### src/fly_camera_pose_update_macros.svh
// Assertion macros shared by the fly camera pose update RTL.
`ifndef FLY_CAMERA_POSE_UPDATE_MACROS_SVH
`define FLY_CAMERA_POSE_UPDATE_MACROS_SVH
`ifndef SYNTHESIS
`define FCP_ASSERT_IMP(lbl, ante, cons) \
  lbl: assert property (@(posedge clk_i) disable iff (!rst_ni) (ante) |-> (cons)) \
    else $error("assertion failed");
`define FCP_ASSERT_NXT(lbl, ante, cons) \
  lbl: assert property (@(posedge clk_i) disable iff (!rst_ni) (ante) |=> (cons)) \
    else $error("assertion failed");
`else
`define FCP_ASSERT_IMP(lbl, ante, cons)
`define FCP_ASSERT_NXT(lbl, ante, cons)
`endif
`endif

### src/fcp_pkg.sv
// Types, constants and tables of the fly camera pose update block.
package fcp_pkg;

  localparam int unsigned CordicItersDef = 16;
  localparam int unsigned CntW           = 5;
  localparam int unsigned CfgIdxW        = 2;
  localparam int unsigned CfgDataW       = 24;

  localparam logic signed [31:0] CordicGain = 32'sd652032874;
  localparam logic signed [31:0] Deg90Q20   = 32'sd94371840;
  localparam logic signed [31:0] Deg180Q20  = 32'sd188743680;
  localparam logic [38:0]        YawMod     = 39'd23592960;
  localparam logic [38:0]        YawBias    = 39'd48318382080;
  localparam logic signed [63:0] PitchLim   = 64'sd5832704;
  localparam logic signed [63:0] QOne       = 64'sd16384;
  localparam logic [23:0]        SpeedRst   = 24'd65536;
  localparam logic [19:0]        SensRst    = 20'd6554;

  typedef enum logic {
    OP_MOVE,
    OP_LOOK
  } op_e;

  typedef enum logic [2:0] {
    DIR_FWD,
    DIR_BACK,
    DIR_LEFT,
    DIR_RIGHT,
    DIR_UP,
    DIR_DOWN
  } dir_e;

  typedef enum logic [CfgIdxW-1:0] {
    REG_MOVE_SPEED,
    REG_LOOK_SENS
  } cfg_reg_e;

  typedef struct packed {
    logic               op;
    logic [2:0]         direction;
    logic [15:0]        delta_time;
    logic signed [15:0] mouse_dx;
    logic signed [15:0] mouse_dy;
  } in_item_t;

  typedef struct packed {
    logic signed [31:0] pos_x;
    logic signed [31:0] pos_y;
    logic signed [31:0] pos_z;
    logic signed [15:0] quat_w;
    logic signed [15:0] quat_x;
    logic signed [15:0] quat_y;
    logic signed [15:0] quat_z;
    logic [24:0]        yaw_deg;
    logic signed [23:0] pitch_deg;
  } out_item_t;

  function automatic logic signed [31:0] atan_q20(input logic [CntW-1:0] idx);
    logic signed [31:0] r;
    case (idx)
      5'd0:    r = 32'sd47185920;
      5'd1:    r = 32'sd27855475;
      5'd2:    r = 32'sd14718068;
      5'd3:    r = 32'sd7471121;
      5'd4:    r = 32'sd3750058;
      5'd5:    r = 32'sd1876857;
      5'd6:    r = 32'sd938658;
      5'd7:    r = 32'sd469357;
      5'd8:    r = 32'sd234682;
      5'd9:    r = 32'sd117342;
      5'd10:   r = 32'sd58671;
      5'd11:   r = 32'sd29335;
      5'd12:   r = 32'sd14668;
      5'd13:   r = 32'sd7334;
      5'd14:   r = 32'sd3667;
      5'd15:   r = 32'sd1833;
      5'd16:   r = 32'sd917;
      5'd17:   r = 32'sd458;
      5'd18:   r = 32'sd229;
      5'd19:   r = 32'sd115;
      5'd20:   r = 32'sd57;
      5'd21:   r = 32'sd29;
      5'd22:   r = 32'sd14;
      5'd23:   r = 32'sd7;
      default: r = 32'sd0;
    endcase
    return r;
  endfunction

endpackage

### src/fcp_cordic.sv
// Rotation-mode CORDIC that gives cosine and sine, one iteration per cycle.
module fcp_cordic #(
  parameter int unsigned Iters = fcp_pkg::CordicItersDef
) (
  input  logic                      clk_i,
  input  logic                      rst_ni,
  input  logic                      start_i,
  input  logic signed [31:0]        angle_i,
  output logic                      done_o,
  output logic signed [31:0]        cos_o,
  output logic signed [31:0]        sin_o
);
  import fcp_pkg::*;

  logic                busy_q;
  logic                done_q;
  logic [CntW-1:0]     cnt_q;
  logic signed [31:0]  x_q, y_q, z_q;
  logic signed [31:0]  x_d, y_d, z_d;
  logic signed [31:0]  dx, dy;

  always_comb begin
    dx = y_q >>> cnt_q;
    dy = x_q >>> cnt_q;
    if (z_q >= 0) begin
      x_d = x_q - dx;
      y_d = y_q + dy;
      z_d = z_q - atan_q20(cnt_q);
    end else begin
      x_d = x_q + dx;
      y_d = y_q - dy;
      z_d = z_q + atan_q20(cnt_q);
    end
  end

  always_ff @(posedge clk_i or negedge rst_ni) begin
    if (!rst_ni) begin
      busy_q <= 1'b0;
      done_q <= 1'b0;
      cnt_q  <= '0;
    end else begin
      done_q <= 1'b0;
      if (start_i) begin
        busy_q <= 1'b1;
        cnt_q  <= '0;
      end else if (busy_q) begin
        if (cnt_q == CntW'(Iters - 1)) begin
          busy_q <= 1'b0;
          done_q <= 1'b1;
        end else begin
          cnt_q <= cnt_q + 1'b1;
        end
      end
    end
  end

  always_ff @(posedge clk_i) begin
    if (start_i) begin
      x_q <= CordicGain;
      y_q <= '0;
      z_q <= angle_i;
    end else if (busy_q) begin
      x_q <= x_d;
      y_q <= y_d;
      z_q <= z_d;
    end
  end

  assign done_o = done_q;
  assign cos_o  = x_q;
  assign sin_o  = y_q;

endmodule

### config.mk
export PLATFORM = sky130hd
export DESIGN_NAME = fcp_cordic
export DESIGN_NICKNAME = d
export VERILOG_FILES = /design/src/fly_camera_pose_update_macros.svh /design/src/fcp_pkg.sv /design/src/fcp_cordic.sv
export SDC_FILE = /design/constraint.sdc
export NUM_CORES = 1
export LEC_CHECK = 0
export ABC_AREA = 0
export ABC_CLOCK_PERIOD_IN_PS = 7400
export BUFFER_PORTS_ARGS = -buffer_cell sky130_fd_sc_hd__buf_2
export CAP_MARGIN = 0
export CORE_MARGIN = 1.5
export CORE_UTILIZATION = 35
export DETAILED_ROUTE_END_ITERATION = 16
export HOLD_SLACK_MARGIN = 0.12
export PLACE_DENSITY = 0.56
export SKIP_LAST_GASP = 1
export SLEW_MARGIN = 5
export SYNTH_ARGS = -nofsm -noshare
export SYNTH_HDL_FRONTEND = slang
export SYNTH_SLANG_ARGS = --single-unit
export TNS_END_PERCENT = 30
### constraint.sdc
create_clock -name clk_i -period 7.4 [get_ports clk_i]
set_input_delay 1.11 -clock clk_i [delete_from_list [all_inputs] [get_ports clk_i]]
set_output_delay 1.11 -clock clk_i [all_outputs]
set_load 0.02 [all_outputs]
==> results of run 1 <==
[layer usage]
layer,GRT usage,up-vias
met5,0,-
met4,0.105,0
met3,0.0462,114
met2,0.399,722
met1,0.360,7641
li1,-,7385
[state kept, by name (all words and copies together) (netlist names)]
name and flops:
cos_o 32, sin_o 32, z_q 32, cnt_q 5, busy_q 1, done_o 1
[power by group]
| group | leakage [nW] | switching [mW] | total [mW] | internal (mW) |
|---|---|---|---|---|
| combinational | 6.03 | 4.62 | 8.18 | 3.55 |
| sequential | 0.961 | 0.519 | 1.42 | 0.900 |
| clock | 0.143 | 0.244 | 0.493 | 0.249 |
[logic make-up after synthesis]
kind of cell,after synthesis
AND/OR/NAND/NOR,614
AO/OA/AOI/OAI,598
multiplexers,196
buffers and inverters,172
XOR/XNOR,160
adder cells (fa/ha/maj),113
flip-flops,103
[cell usage in the layout (no fill, tap or decap), types with 10 or more instances in the layout]
cell,Yosys,final
sky130_fd_sc_hd__clkbuf_16,0,10
sky130_fd_sc_hd__edfxtp_1,32,32
sky130_fd_sc_hd__a211oi_1,33,33
sky130_fd_sc_hd__nand3_1,43,43
sky130_fd_sc_hd__nand4_1,17,17
sky130_fd_sc_hd__buf_4,2,30
sky130_fd_sc_hd__mux2_2,23,23
sky130_fd_sc_hd__and2_1,15,15
sky130_fd_sc_hd__or2_2,17,17
sky130_fd_sc_hd__o21bai_1,15,15
sky130_fd_sc_hd__nor2_1,181,181
sky130_fd_sc_hd__o21a_1,24,24
sky130_fd_sc_hd__a21o_1,55,55
sky130_fd_sc_hd__o221ai_1,13,13
sky130_fd_sc_hd__and3_1,15,15
sky130_fd_sc_hd__mux2i_1,94,94
sky130_fd_sc_hd__a21oi_1,121,121
sky130_fd_sc_hd__nand2_1,197,197
sky130_fd_sc_hd__a22oi_1,11,11
sky130_fd_sc_hd__nand2b_1,29,29
sky130_fd_sc_hd__mux4_2,71,71
sky130_fd_sc_hd__o211ai_1,14,14
sky130_fd_sc_hd__ha_1,110,110
sky130_fd_sc_hd__inv_1,42,42
sky130_fd_sc_hd__or3_1,11,11
sky130_fd_sc_hd__dfxtp_1,64,64
sky130_fd_sc_hd__xor2_1,73,73
sky130_fd_sc_hd__nor3b_1,12,12
sky130_fd_sc_hd__nor2b_1,16,16
sky130_fd_sc_hd__a211o_1,14,14
sky130_fd_sc_hd__nor3_1,32,32
sky130_fd_sc_hd__o22ai_1,28,28
sky130_fd_sc_hd__o21ai_0,134,134
sky130_fd_sc_hd__buf_2,28,98
sky130_fd_sc_hd__xnor2_1,86,86
sky130_fd_sc_hd__a31oi_1,23,23
sky130_fd_sc_hd__o31ai_1,25,25
[final cells by class]
class / instances / area, um^2
well taps: 592 / 741
clock buffers: 11 / 255
flip-flops and latches: 103 / 2430
clock inverters: 5 / 31.3
inverters: 44 / 165
fillers: 4571 / 27300
repair buffers: 133 / 816
multi-input cells: 1681 / 12600
[worst max-delay path, cell delays in order, from the launching register on]
cell and delay [ps]:
sky130_fd_sc_hd__dfrtp_4 830, sky130_fd_sc_hd__buf_4 360, sky130_fd_sc_hd__mux2i_1 110, sky130_fd_sc_hd__buf_4 190, sky130_fd_sc_hd__mux4_2 530, sky130_fd_sc_hd__a221oi_1 970
sky130_fd_sc_hd__a2111oi_0 160, sky130_fd_sc_hd__nand4_1 240, sky130_fd_sc_hd__and4b_1 260, sky130_fd_sc_hd__nand2_1 140, sky130_fd_sc_hd__o21ai_0 120, sky130_fd_sc_hd__xor2_1 180
sky130_fd_sc_hd__ha_1 420, sky130_fd_sc_hd__a21oi_1 120, sky130_fd_sc_hd__o221a_2 300, sky130_fd_sc_hd__o21ai_0 220, sky130_fd_sc_hd__or3_1 150, sky130_fd_sc_hd__a31oi_1 60
sky130_fd_sc_hd__o41ai_1 540, sky130_fd_sc_hd__a31oi_1 190, sky130_fd_sc_hd__and2_1 190, sky130_fd_sc_hd__mux2i_1 130, sky130_fd_sc_hd__mux2_1 340
[per-stage QoR]
step / utilization / hold slack (ps) / area, um^2
3_5_place_dp: 0.378 / 539 / 16800
4_1_cts: 0.384 / 512 / 17100
6_report: 0.384 / 536 / 17100
5_1_grt: 0.384 / 541 / 17100
3_3_place_gp: 0.378 / 533 / 16800
2_1_floorplan: - / 578 / 15800
[path summary, 6_finish.rpt]
path / endpoint / slack, ps / start
min in group clk_i: cos_o[0]$_SDFFE_PP0P_ / 550 / cos_o[0]$_SDFFE_PP0P_
max in group asynchronous: cnt_q[4]$_DFFE_PN0P_ / 6690 / rst_ni
hold / removal: done_o$_DFF_PN0_ / 540 / rst_ni
hold reg to reg: cos_o[0]$_SDFFE_PP0P_ / 550 / cos_o[0]$_SDFFE_PP0P_
setup reg to reg: sin_o[31]$_SDFFE_PP0P_ / 510 / cnt_q[0]$_DFFE_PN0P_
setup / recovery: sin_o[31]$_SDFFE_PP0P_ / 510 / cnt_q[0]$_DFFE_PN0P_
==> implementation parameters, run 1 <==
Parameter                              Value

Synth
  Syn_area_per_cell ... 8.08 um^2
  Xor/xnor cell area share of the yosys netlist ... 0.0895
  Number of synthesis warnings ... 0
  Library cell occupying the most area in the post-synthesis netlist ... sky130_fd_sc_hd__mux4_2
  Proportion of synthesized flip-flops having asynchronous set or reset ... 0.0680
  Combinational family with the most area after synthesis ... compound AO/OA/AOI/OAI gates
  Synth Flop Type ... sky130_fd_sc_hd__dfxtp_1
  Top area cells in the synthesized netlist ... sky130_fd_sc_hd__mux4_2 10%, sky130_fd_sc_hd__ha_1 8.7%, sky130_fd_sc_hd__dfxtp_1 8.1%, sky130_fd_sc_hd__edfxtp_1 6.1%, sky130_fd_sc_hd__mux2i_1 6.0%
  Proportion of netlist area held by the largest area contributor ... 0.101
  Register bit total from synthesis ... 103
  Most numerous cell in the Yosys netlist ... sky130_fd_sc_hd__nand2_1
  Number of enable flip-flop cells after synthesis ... 32
  Most used standard cells in the synthesized netlist ... 197 x sky130_fd_sc_hd__nand2_1, 181 x sky130_fd_sc_hd__nor2_1, 134 x sky130_fd_sc_hd__o21ai_0
  Post-synthesis mux area share ... 0.184
  Total standard cell area after synthesis ... 0.0158 mm^2
  Synthesized netlist net count ... 2104
  Number of standard cells after synthesis ... 1956
  Portion of the post-synthesis area used by sequential elements ... 0.153
  Simple-gate share of the synthesized area ... 0.182
  Cell variety after synth ... 94
  Fraction of the mapped netlist area in adder cells ... 0.0909
  Compound-Gate Fraction of Synth Area ... 0.252

Pwr
  Worst IR Drop VDD ... 0.000297 V
  Final Total Pwr ... 10.1 mW
  PwrDens ... 591 mW/mm^2
  Leakage power total ... 7.13 nW

Clock network
  Worst-path clk slew ... 70 ps
  Number of buffers inserted by post-CTS setup repair ... 0
  Clock sink count ... 103
  Number of cells upsized or downsized after cts ... 0
  Total CTS buffers ... 9
  Deepest level of the CTS H-tree ... 3
  CTS tree ... yes
  Bufs on Longest Clock Path ... 2
  Clock latency on the worst-skew pair ... 400 ps
  CTS Hold Buffers Added ... 0
  CTS root buf ... sky130_fd_sc_hd__clkbuf_16

Routing
  DR WL/cell ... 23.6 um
  Number of optimization iterations in the first detailed-route pass ... 8
  Remaining routing DRC violations ... 0
  Top sig layer ... met4
  Count of vias placed by the detailed router ... 15862
  Violation count after the first detailed-routing iteration ... 1603
  Detailed-route wire length ... 60700 um
  Number of nets with antenna violations after routing ... 0
  Met1 wire length ... 27400 um
  Met2 wire len ... 26300 um
  Via-to-Cell Ratio ... 6.17
  Routed wl met3 ... 4810 um

Critical path
  Cells on worst reg2reg path ... 22
  Maximum fanout count along the critical path ... 38
  Required time of the worst setup path ... 7670 ps
  Endpoint class of the critical path ... flop
  WS Path Type ... flop to flop
  Startpoint Class ... flop
  Signal arrival time at the worst endpoint ... 7160 ps

Cells and area
  Count of inserted antenna diode cells ... 0
  Area growth, synth to finish ... 7.99%
  Share of layout cells above drive strength 1 ... 0.146
  Net count of the finished layout ... 2120
  Post-layout instance count excluding filler cells ... 2569

Timing
  RSZ-0062 raised after global routing ... no
  Setup violation total in the final timing report ... 0
  Number of hold violations in the final report ... 0
  Tcrit/Tclk final ... 0.931
  Worst Max-Slew Pin Slew ... 1150 ps
  Slew Viols, Final ... 0
  Maximum clock frequency ... 0.145 GHz
  Setup tns final ... 0 ps
  Least setup slack across all paths after layout ... 510 ps
  Worst setup skew after layout ... 9.40 ps
  Time the worst path needs with I/O delays and setup ... 6890 ps
  Slew Limit Headroom ... 0.236

Die
  Die Y-Extent ... 216 um
  Effective utilization at floorplan ... 0.356
  Total I/O pin count ... 100
  Core region area ... 0.0444 mm^2
  Area of the die ... 0.0464 mm^2
  DIE WIDTH ... 216 um
  Total number of placement rows ... 77

Placed design
  Routability cong. ... 1.00
  Post-DP HPWL ... 46400 um
  IO Port Bufs ... 99
  Post-Place Worst Slack ... 707 ps
  Placed Cells incl. Taps ... 2553

Flow run
  Max-capacitance violation count ... 0

Hold path
  Path class of the lowest-slack min-delay path ... input pin to async pin

Global routing
  First-pass GRT wire length ... 93500 um
  Total global routing track utilization ... 0.260
  GRT Residual Overflow ... 0
  Pin count of the biggest net entering global routing ... 72
  Vias in the first global route ... 15321
  Antenna violations before repair ... 0

Status
  Status ... completed
Power figures use the tool's default switching activity.
==> run 2: changes to the inputs <==
REMOVE_ABC_BUFFERS = 1   (was unset)
==> run 2 against run 1 <==
Net effect:
- routed wire length increased by 0.29%
- highest routed layer unchanged
- setup slack improved by 210 ps
- design area is 0.81% higher
==> implementation parameters, run 2 (synthesized netlist as in run 1, its figures left out) <==
Parameter                              Value

Pwr
  Combinational power share ... 0.807 (was 0.811)
  Internal power of the cells ... 4.75 mW (was 4.70 mW)
  Clock network fraction of design power ... 0.053 (was 0.049)
  Leakage power total ... 7.21 nW (was 7.13 nW)
  Sw power ... 5.39 mW (about the same)
  Sw Share ... 0.532 (was 0.534)
  Portion of total power attributed to sequential cells ... 0.141 (about the same)
  Worst IR Drop VDD ... 0.000332 V (was 0.000297 V)
  Final Total Pwr ... 10.1 mW (about the same)
  PwrDens ... 589 mW/mm^2 (was 591 mW/mm^2)

Cells and area
  Net count of the finished layout ... 2137 (was 2120)
  Filler Cell Count ... 4573 (was 4571)
  Commonest cells after routing, fill and taps aside ... 197 x sky130_fd_sc_hd__nand2_1, 181 x sky130_fd_sc_hd__nor2_1, 134 x sky130_fd_sc_hd__o21ai_0, 121 x sky130_fd_sc_hd__a21oi_1, 110 x sky130_fd_sc_hd__ha_1 (unchanged)
  Count of inserted antenna diode cells ... 0 (unchanged)
  Most frequent standard cell in the layout excluding fill and tap cells ... sky130_fd_sc_hd__nand2_1 (unchanged)
  Share of layout cells above drive strength 1 ... 0.152 (was 0.146)
  Area growth, synth to finish ... 8.87% (was 7.99%)

Critical path
  Signal arrival time at the worst endpoint ... 6980 ps (was 7160 ps)
  Required time of the worst setup path ... 7700 ps (was 7670 ps)
  FF-to-FF Start ... cnt_q[0]$_DFFE_PN0P_ (unchanged)
  Capturing point of the worst reg2reg path ... sin_o[31]$_SDFFE_PP0P_ (unchanged)
  Maximum fanout count along the critical path ... 42 (was 38)
  WS Path Type ... flop to flop (unchanged)
  Beginning of the critical path ... cnt_q[0]$_DFFE_PN0P_ (unchanged)
  Startpoint Class ... flop (unchanged)
  Critical path destination ... sin_o[31]$_SDFFE_PP0P_ (unchanged)
  Cells on worst reg2reg path ... 22 (unchanged)
  Reg-to-reg setup timing slack ... 720 ps (was 510 ps)
  Endpoint class of the critical path ... flop (unchanged)

Die
  Effective utilization at floorplan ... 0.356 (unchanged)
  Die Y-Extent ... 216 um (unchanged)
  Core region area ... 0.0444 mm^2 (unchanged)
  Area of the die ... 0.0464 mm^2 (unchanged)
  Total I/O pin count ... 100 (unchanged)
  Total number of placement rows ... 77 (unchanged)
  DIE WIDTH ... 216 um (unchanged)

Timing
  Slew Viols, Final ... 0 (unchanged)
  Setup tns final ... 0 ps (unchanged)
  Worst setup skew after layout ... 6.94 ps (was 9.40 ps)
  Number of hold violations in the final report ... 0 (unchanged)
  Hold_ws ... 526 ps (was 536 ps)
  Tcrit/Tclk final ... 0.902 (was 0.931)
  Maximum clock frequency ... 0.150 GHz (was 0.145 GHz)
  RSZ-0062 raised after global routing ... no (unchanged)
  Slew Limit Headroom ... 0.318 (was 0.236)
  Setup violation total in the final timing report ... 0 (unchanged)
  Worst Max-Slew Pin Slew ... 1020 ps (was 1150 ps)
  Time the worst path needs with I/O delays and setup ... 6680 ps (was 6890 ps)

Routing
  Number of optimization iterations in the first detailed-route pass ... 5 (was 8)
  Number of nets with antenna violations after routing ... 0 (unchanged)
  Via-to-Cell Ratio ... 6.17 (about the same)
  Count of vias placed by the detailed router ... 15944 (was 15862)
  Detailed-route wire length ... 60900 um (was 60700 um)
  DR WL/cell ... 23.5 um (was 23.6 um)
  Violation count after the first detailed-routing iteration ... 1530 (was 1603)
  Remaining routing DRC violations ... 0 (unchanged)

Clock network
  Clock latency on the worst-skew pair ... 410 ps (was 400 ps)
  CTS root buf ... sky130_fd_sc_hd__clkbuf_16 (unchanged)
  Total CTS buffers ... 9 (unchanged)
  Number of cells upsized or downsized after cts ... 0 (unchanged)
  CTS Hold Buffers Added ... 0 (unchanged)
  Number of buffers inserted by post-CTS setup repair ... 0 (unchanged)
  Bufs on Longest Clock Path ... 2 (unchanged)
  CTS tree ... yes (unchanged)
  Worst-path clk slew ... 70 ps (about the same)
  Deepest level of the CTS H-tree ... 3 (unchanged)
  Clock sink count ... 103 (unchanged)

Placed design
  Post-DP HPWL ... 47300 um (was 46400 um)
  IO Port Bufs ... 99 (unchanged)
  Routability cong. ... 0.984 (was 1.00)

Global routing
  Antenna violations before repair ... 0 (unchanged)
  Pin count of the biggest net entering global routing ... 73 (was 72)
  Total global routing track utilization ... 0.259 (was 0.260)
  Vias in the first global route ... 15353 (was 15321)
  First-pass GRT wire length ... 93200 um (was 93500 um)
  GRT Residual Overflow ... 0 (unchanged)

Flow run
  Max-capacitance violation count ... 0 (unchanged)

Status
  Status ... completed (unchanged)

Hold path
  Path class of the lowest-slack min-delay path ... input pin to async pin (unchanged)
==> run 2: changes by cell type in the layout (fill, tap and decap cells not counted) <==
cell,change
sky130_fd_sc_hd__inv_4,+1
sky130_fd_sc_hd__clkbuf_1,+2
sky130_fd_sc_hd__bufinv_16,+1
sky130_fd_sc_hd__clkinv_2,-3
sky130_fd_sc_hd__buf_4,+18
sky130_fd_sc_hd__clkbuf_2,-1
sky130_fd_sc_hd__buf_12,-1
==> run 2: layout make-up <==
| cell class | instances | area, um^2 | area share |
|---|---|---|---|
| clock inverter | 4 | 52.6 | 0.00305 |
| multi-input combinational | 1681 | 12600 | 0.734 |
| tap | 592 | 741 | 0.0430 |
| inverter | 44 | 165 | 0.00960 |
| clock buffer | 12 | 258 | 0.0150 |
| timing repair buffer | 150 | 931 | 0.0541 |
| sequential | 103 | 2430 | 0.141 |
==> run 2: worst min path at each step <==
stage | slack (ps) | cells past startpoint | end
detailed placement | 540 | 2 | cos_o[0]$_SDFFE_PP0P_
global route | 530 | 1 | done_o$_DFF_PN0_
global placement | 530 | 2 | sin_o[0]$_SDFFE_PP0P_
finish | 530 | 1 | done_o$_DFF_PN0_
CTS | 510 | 1 | done_o$_DFF_PN0_
floorplan | 570 | 2 | cos_o[0]$_SDFFE_PP0P_
==> run 2: worst max-delay path: stages (launching register included) <==
cell and delay [ps]:
sky130_fd_sc_hd__dfrtp_4 870, sky130_fd_sc_hd__buf_12 300, sky130_fd_sc_hd__mux2_2 390, sky130_fd_sc_hd__mux4_2 550, sky130_fd_sc_hd__nor2b_1 180, sky130_fd_sc_hd__nor3_2 310
sky130_fd_sc_hd__ha_1 220, sky130_fd_sc_hd__nand3_1 110, sky130_fd_sc_hd__nor3_1 330, sky130_fd_sc_hd__nand2_1 160, sky130_fd_sc_hd__o31a_1 280, sky130_fd_sc_hd__xnor2_1 140
sky130_fd_sc_hd__ha_1 420, sky130_fd_sc_hd__o21ai_0 120, sky130_fd_sc_hd__o21bai_1 170, sky130_fd_sc_hd__a2111oi_0 120, sky130_fd_sc_hd__o22ai_1 290, sky130_fd_sc_hd__a31oi_1 190
sky130_fd_sc_hd__o41ai_1 550, sky130_fd_sc_hd__a31oi_1 170, sky130_fd_sc_hd__and2_1 180, sky130_fd_sc_hd__mux2i_1 140, sky130_fd_sc_hd__mux2_1 330
==> run 2: power groups by stage <==
stage	clock network (mW)	logic (mW)	registers (mW)
after floorplan	0	6.10	1.39
after global placement	0	8.03	1.43
after detailed placement	0	8.09	1.42
after CTS	0.555	8.13	1.42
after global routing	0.569	9.06	1.46
final	0.533	8.19	1.43
==> run 2: per-layer routing <==
layer	vias to the layer above	GRT usage	routed length, um
li1	7416	-	-
met1	7763	0.337	26300
met2	650	0.434	28600
met3	115	0.0406	4030
met4	0	0.0895	1960
met5	-	0	0
==> run 2: metrics by stage <==
stage               cell area [um^2]  worst slack [ps]  utilization  std cells
floorplan                      15200             -2160            -       1828
global route                   17200               169        0.387       2586
CTS                            17200               774        0.387       2586
global placement               16900               846        0.380       2570
detailed placement             16900               803        0.380       2570
finish                         17200               723        0.387       2586
==> run 3: changes to the inputs <==
BUFFER_PORTS_ARGS = -buffer_cell sky130_fd_sc_hd__buf_4   (was -buffer_cell sky130_fd_sc_hd__buf_2)
==> run 3 against run 2 <==
Net effect:
- sequential power is essentially flat
- worst hold slack lost 13 ps
- clock skew grew 4.5 ps
- die area is the same
- flip-flop and latch count is the same
- power grew 0.86%
- non-clock buffer count shrank 2
- via count shrank 0.51%
==> implementation parameters, run 3 (synthesized netlist as in run 1, its figures left out) <==
Parameter                              Value

Status
  Status ... completed (unchanged)

Cells and area
  Area growth, synth to finish ... 10.4% (was 8.87%)
  Post-layout instance count excluding filler cells ... 2584 (was 2586)
  Commonest cells after routing, fill and taps aside ... 197 x sky130_fd_sc_hd__nand2_1, 181 x sky130_fd_sc_hd__nor2_1, 145 x sky130_fd_sc_hd__buf_4, 134 x sky130_fd_sc_hd__o21ai_0, 121 x sky130_fd_sc_hd__a21oi_1 (was 197 x sky130_fd_sc_hd__nand2_1, 181 x sky130_fd_sc_hd__nor2_1, 134 x sky130_fd_sc_hd__o21ai_0, 121 x sky130_fd_sc_hd__a21oi_1, 110 x sky130_fd_sc_hd__ha_1)
  Count of inserted antenna diode cells ... 0 (unchanged)
  Net count of the finished layout ... 2135 (was 2137)
  Fin util ... 0.393 (was 0.387)
  Share of layout cells above drive strength 1 ... 0.153 (was 0.152)
  Most frequent standard cell in the layout excluding fill and tap cells ... sky130_fd_sc_hd__nand2_1 (unchanged)

Pwr
  Sw power ... 5.39 mW (about the same)
  Portion of total power attributed to sequential cells ... 0.139 (was 0.141)
  Worst IR Drop VDD ... 0.000310 V (was 0.000332 V)
  Clock network fraction of design power ... 0.053 (about the same)
  Sw Share ... 0.527 (was 0.532)
  Internal power of the cells ... 4.84 mW (was 4.75 mW)
  Leakage power total ... 7.29 nW (was 7.21 nW)
  Combinational power share ... 0.807 (about the same)
  PwrDens ... 586 mW/mm^2 (was 589 mW/mm^2)

Critical path
  Startpoint Class ... flop (unchanged)
  Reg-to-reg setup timing slack ... 440 ps (was 720 ps)
  CP max stage delay ... 710 ps (was 870 ps)
  Signal arrival time at the worst endpoint ... 7250 ps (was 6980 ps)
  Worst-path cell with the longest stage delay ... sky130_fd_sc_hd__nor3_2 (was sky130_fd_sc_hd__dfrtp_4)
  Capturing point of the worst reg2reg path ... cos_o[31]$_SDFFE_PP0P_ (was sin_o[31]$_SDFFE_PP0P_)
  Endpoint class of the critical path ... flop (unchanged)
  Cells on worst reg2reg path ... 21 (was 22)
  FF-to-FF Start ... cnt_q[0]$_DFFE_PN0P_ (unchanged)
  WS Path Type ... flop to flop (unchanged)
  Buffer and inverter count on the worst path ... 1 (unchanged)
  Critical path, cell by cell ... buf_4, nor3_2, mux2i_1, o21ai_0, a2111oi_4, nand4_1, or3_4, or2_4, nor3_1, mux2i_1, o22a_1, ha_1, and3_1, nand2_1, or2_2, nand3_1, o211ai_1, o31ai_1, xnor3_1, nand2_1, mux2_1 (was buf_12, mux2_2, mux4_2, nor2b_1, nor3_2, ha_1, nand3_1, nor3_1, nand2_1, o31a_1, xnor2_1, ha_1, o21ai_0, o21bai_1, a2111oi_0, o22ai_1, a31oi_1, o41ai_1, a31oi_1, and2_1, mux2i_1, mux2_1)
  Maximum fanout count along the critical path ... 27 (was 42)
  Top Family by Delay on Critical Path ... simple AND/OR/NAND/NOR gates (was compound AO/OA/AOI/OAI gates)
  Required time of the worst setup path ... 7680 ps (was 7700 ps)

Placed design
  IO Port Bufs ... 99 (unchanged)
  Placed Cells incl. Taps ... 2567 (was 2570)
  Routability cong. ... 1.02 (was 0.984)
  Post-DP HPWL ... 46300 um (was 47300 um)
  Post-Place Worst Slack ... 364 ps (was 803 ps)

Timing
  Worst setup skew after layout ... 11.4 ps (was 6.94 ps)
  Slew Limit Headroom ... 0.338 (was 0.318)
  RSZ-0062 raised after global routing ... no (unchanged)
  Setup violation total in the final timing report ... 0 (unchanged)
  Maximum clock frequency ... 0.144 GHz (was 0.150 GHz)
  Number of hold violations in the final report ... 0 (unchanged)
  Least setup slack across all paths after layout ... 437 ps (was 723 ps)
  Tcrit/Tclk final ... 0.941 (was 0.902)
  Slew Viols, Final ... 0 (unchanged)
  Worst Max-Slew Pin Slew ... 992 ps (was 1020 ps)
  Time the worst path needs with I/O delays and setup ... 6960 ps (was 6680 ps)

Clock network
  Worst-path clk slew ... 80 ps (was 70 ps)
  CTS tree ... yes (unchanged)
  Clock latency on the worst-skew pair ... 400 ps (was 410 ps)
  Clock sink count ... 103 (unchanged)
  Bufs on Longest Clock Path ... 2 (unchanged)
  CTS Hold Buffers Added ... 0 (unchanged)
  CTS root buf ... sky130_fd_sc_hd__clkbuf_16 (unchanged)
  Deepest level of the CTS H-tree ... 3 (unchanged)
  Total CTS buffers ... 9 (unchanged)

Hold path
  Path class of the lowest-slack min-delay path ... input pin to async pin (unchanged)

Routing
  Via-to-Cell Ratio ... 6.14 (was 6.17)
  Violation count after the first detailed-routing iteration ... 1377 (was 1530)
  Number of nets with antenna violations after routing ... 0 (unchanged)
  DR WL/cell ... 23.2 um (was 23.5 um)
  Remaining routing DRC violations ... 0 (unchanged)
  Detailed-route wire length ... 60000 um (was 60900 um)
  Count of vias placed by the detailed router ... 15863 (was 15944)
  Number of optimization iterations in the first detailed-route pass ... 7 (was 5)

Die
  Total I/O pin count ... 100 (unchanged)
  Total number of placement rows ... 77 (unchanged)
  Area of the die ... 0.0464 mm^2 (unchanged)
  Core region area ... 0.0444 mm^2 (unchanged)
  Effective utilization at floorplan ... 0.356 (unchanged)
  Die Y-Extent ... 216 um (unchanged)
  DIE WIDTH ... 216 um (unchanged)

Global routing
  Pin count of the biggest net entering global routing ... 71 (was 73)
  Antenna violations before repair ... 0 (unchanged)
  GRT Residual Overflow ... 0 (unchanged)
  First-pass GRT wire length ... 91500 um (was 93200 um)
  Total global routing track utilization ... 0.253 (was 0.259)
  Vias in the first global route ... 15021 (was 15353)

Flow run
  Max-capacitance violation count ... 0 (unchanged)
[run 3: changes by cell type in the layout (fill, tap and decap cells not counted), sizes merged]
cell | previous run | this run
buf | 150 | 148
clkbuf | 12 | 13
clkinv | 2 | 1
[run 3: worst max path at each step]
stage / start / end / slack [ps] / depth (start not counted)
global placement: cnt_q[0]$_DFFE_PN0P_ / cos_o[31]$_SDFFE_PP0P_ / 40 / 21
global route: cnt_q[0]$_DFFE_PN0P_ / cos_o[31]$_SDFFE_PP0P_ / 100 / 20
floorplan: cnt_q[0]$_DFFE_PN0P_ / z_q[30]$_DFFE_PP_ / -2160 / 22
finish: cnt_q[0]$_DFFE_PN0P_ / cos_o[31]$_SDFFE_PP0P_ / 440 / 21
detailed placement: cnt_q[0]$_DFFE_PN0P_ / cos_o[31]$_SDFFE_PP0P_ / 360 / 21
CTS: cnt_q[0]$_DFFE_PN0P_ / cos_o[31]$_SDFFE_PP0P_ / 350 / 21
[run 3: cell type report]
class	count	area (um^2)
multi-input combinational	1681	12600
clock inverter	3	46.3
timing repair buffer	148	1150
clock buffer	13	282
sequential	103	2430
tap	592	741
fill	4573	27000
inverter	44	165
[run 3: metal layers]
metal	routed length (um)	track usage	part of all wire
met1	25700	0.330	0.43
met5	0	0	0
met2	28200	0.416	0.47
met4	2010	0.0974	0.033
met3	4180	0.0420	0.070
[run 3: power by group through the flow]
stage / clock, mW / combinational, mW / sequential (mW)
after floorplan: 0 / 6.10 / 1.39
final: 0.545 / 8.26 / 1.43
after detailed placement: 0 / 8.15 / 1.42
after CTS: 0.565 / 8.19 / 1.42
after global placement: 0 / 8.08 / 1.43
after global routing: 0.583 / 9.13 / 1.46
[run 3: timing repair]
item	CTS	global route
setup buffers	0	1
gates resized for setup	0	1
endpoints found under the setup margin	0	4
[run 3: per-stage QoR]
stage / hold slack, ps / TNS, ps / total power, mW / area (um^2)
2_1_floorplan: 572 / -84290 / 7.49 / 15200
5_1_grt: 511 / 0 / 11.2 / 17500
3_5_place_dp: 549 / 0 / 9.57 / 17100
3_3_place_gp: 538 / 0 / 9.51 / 17100
6_report: 513 / 0 / 10.2 / 17500
4_1_cts: 499 / 0 / 10.2 / 17400
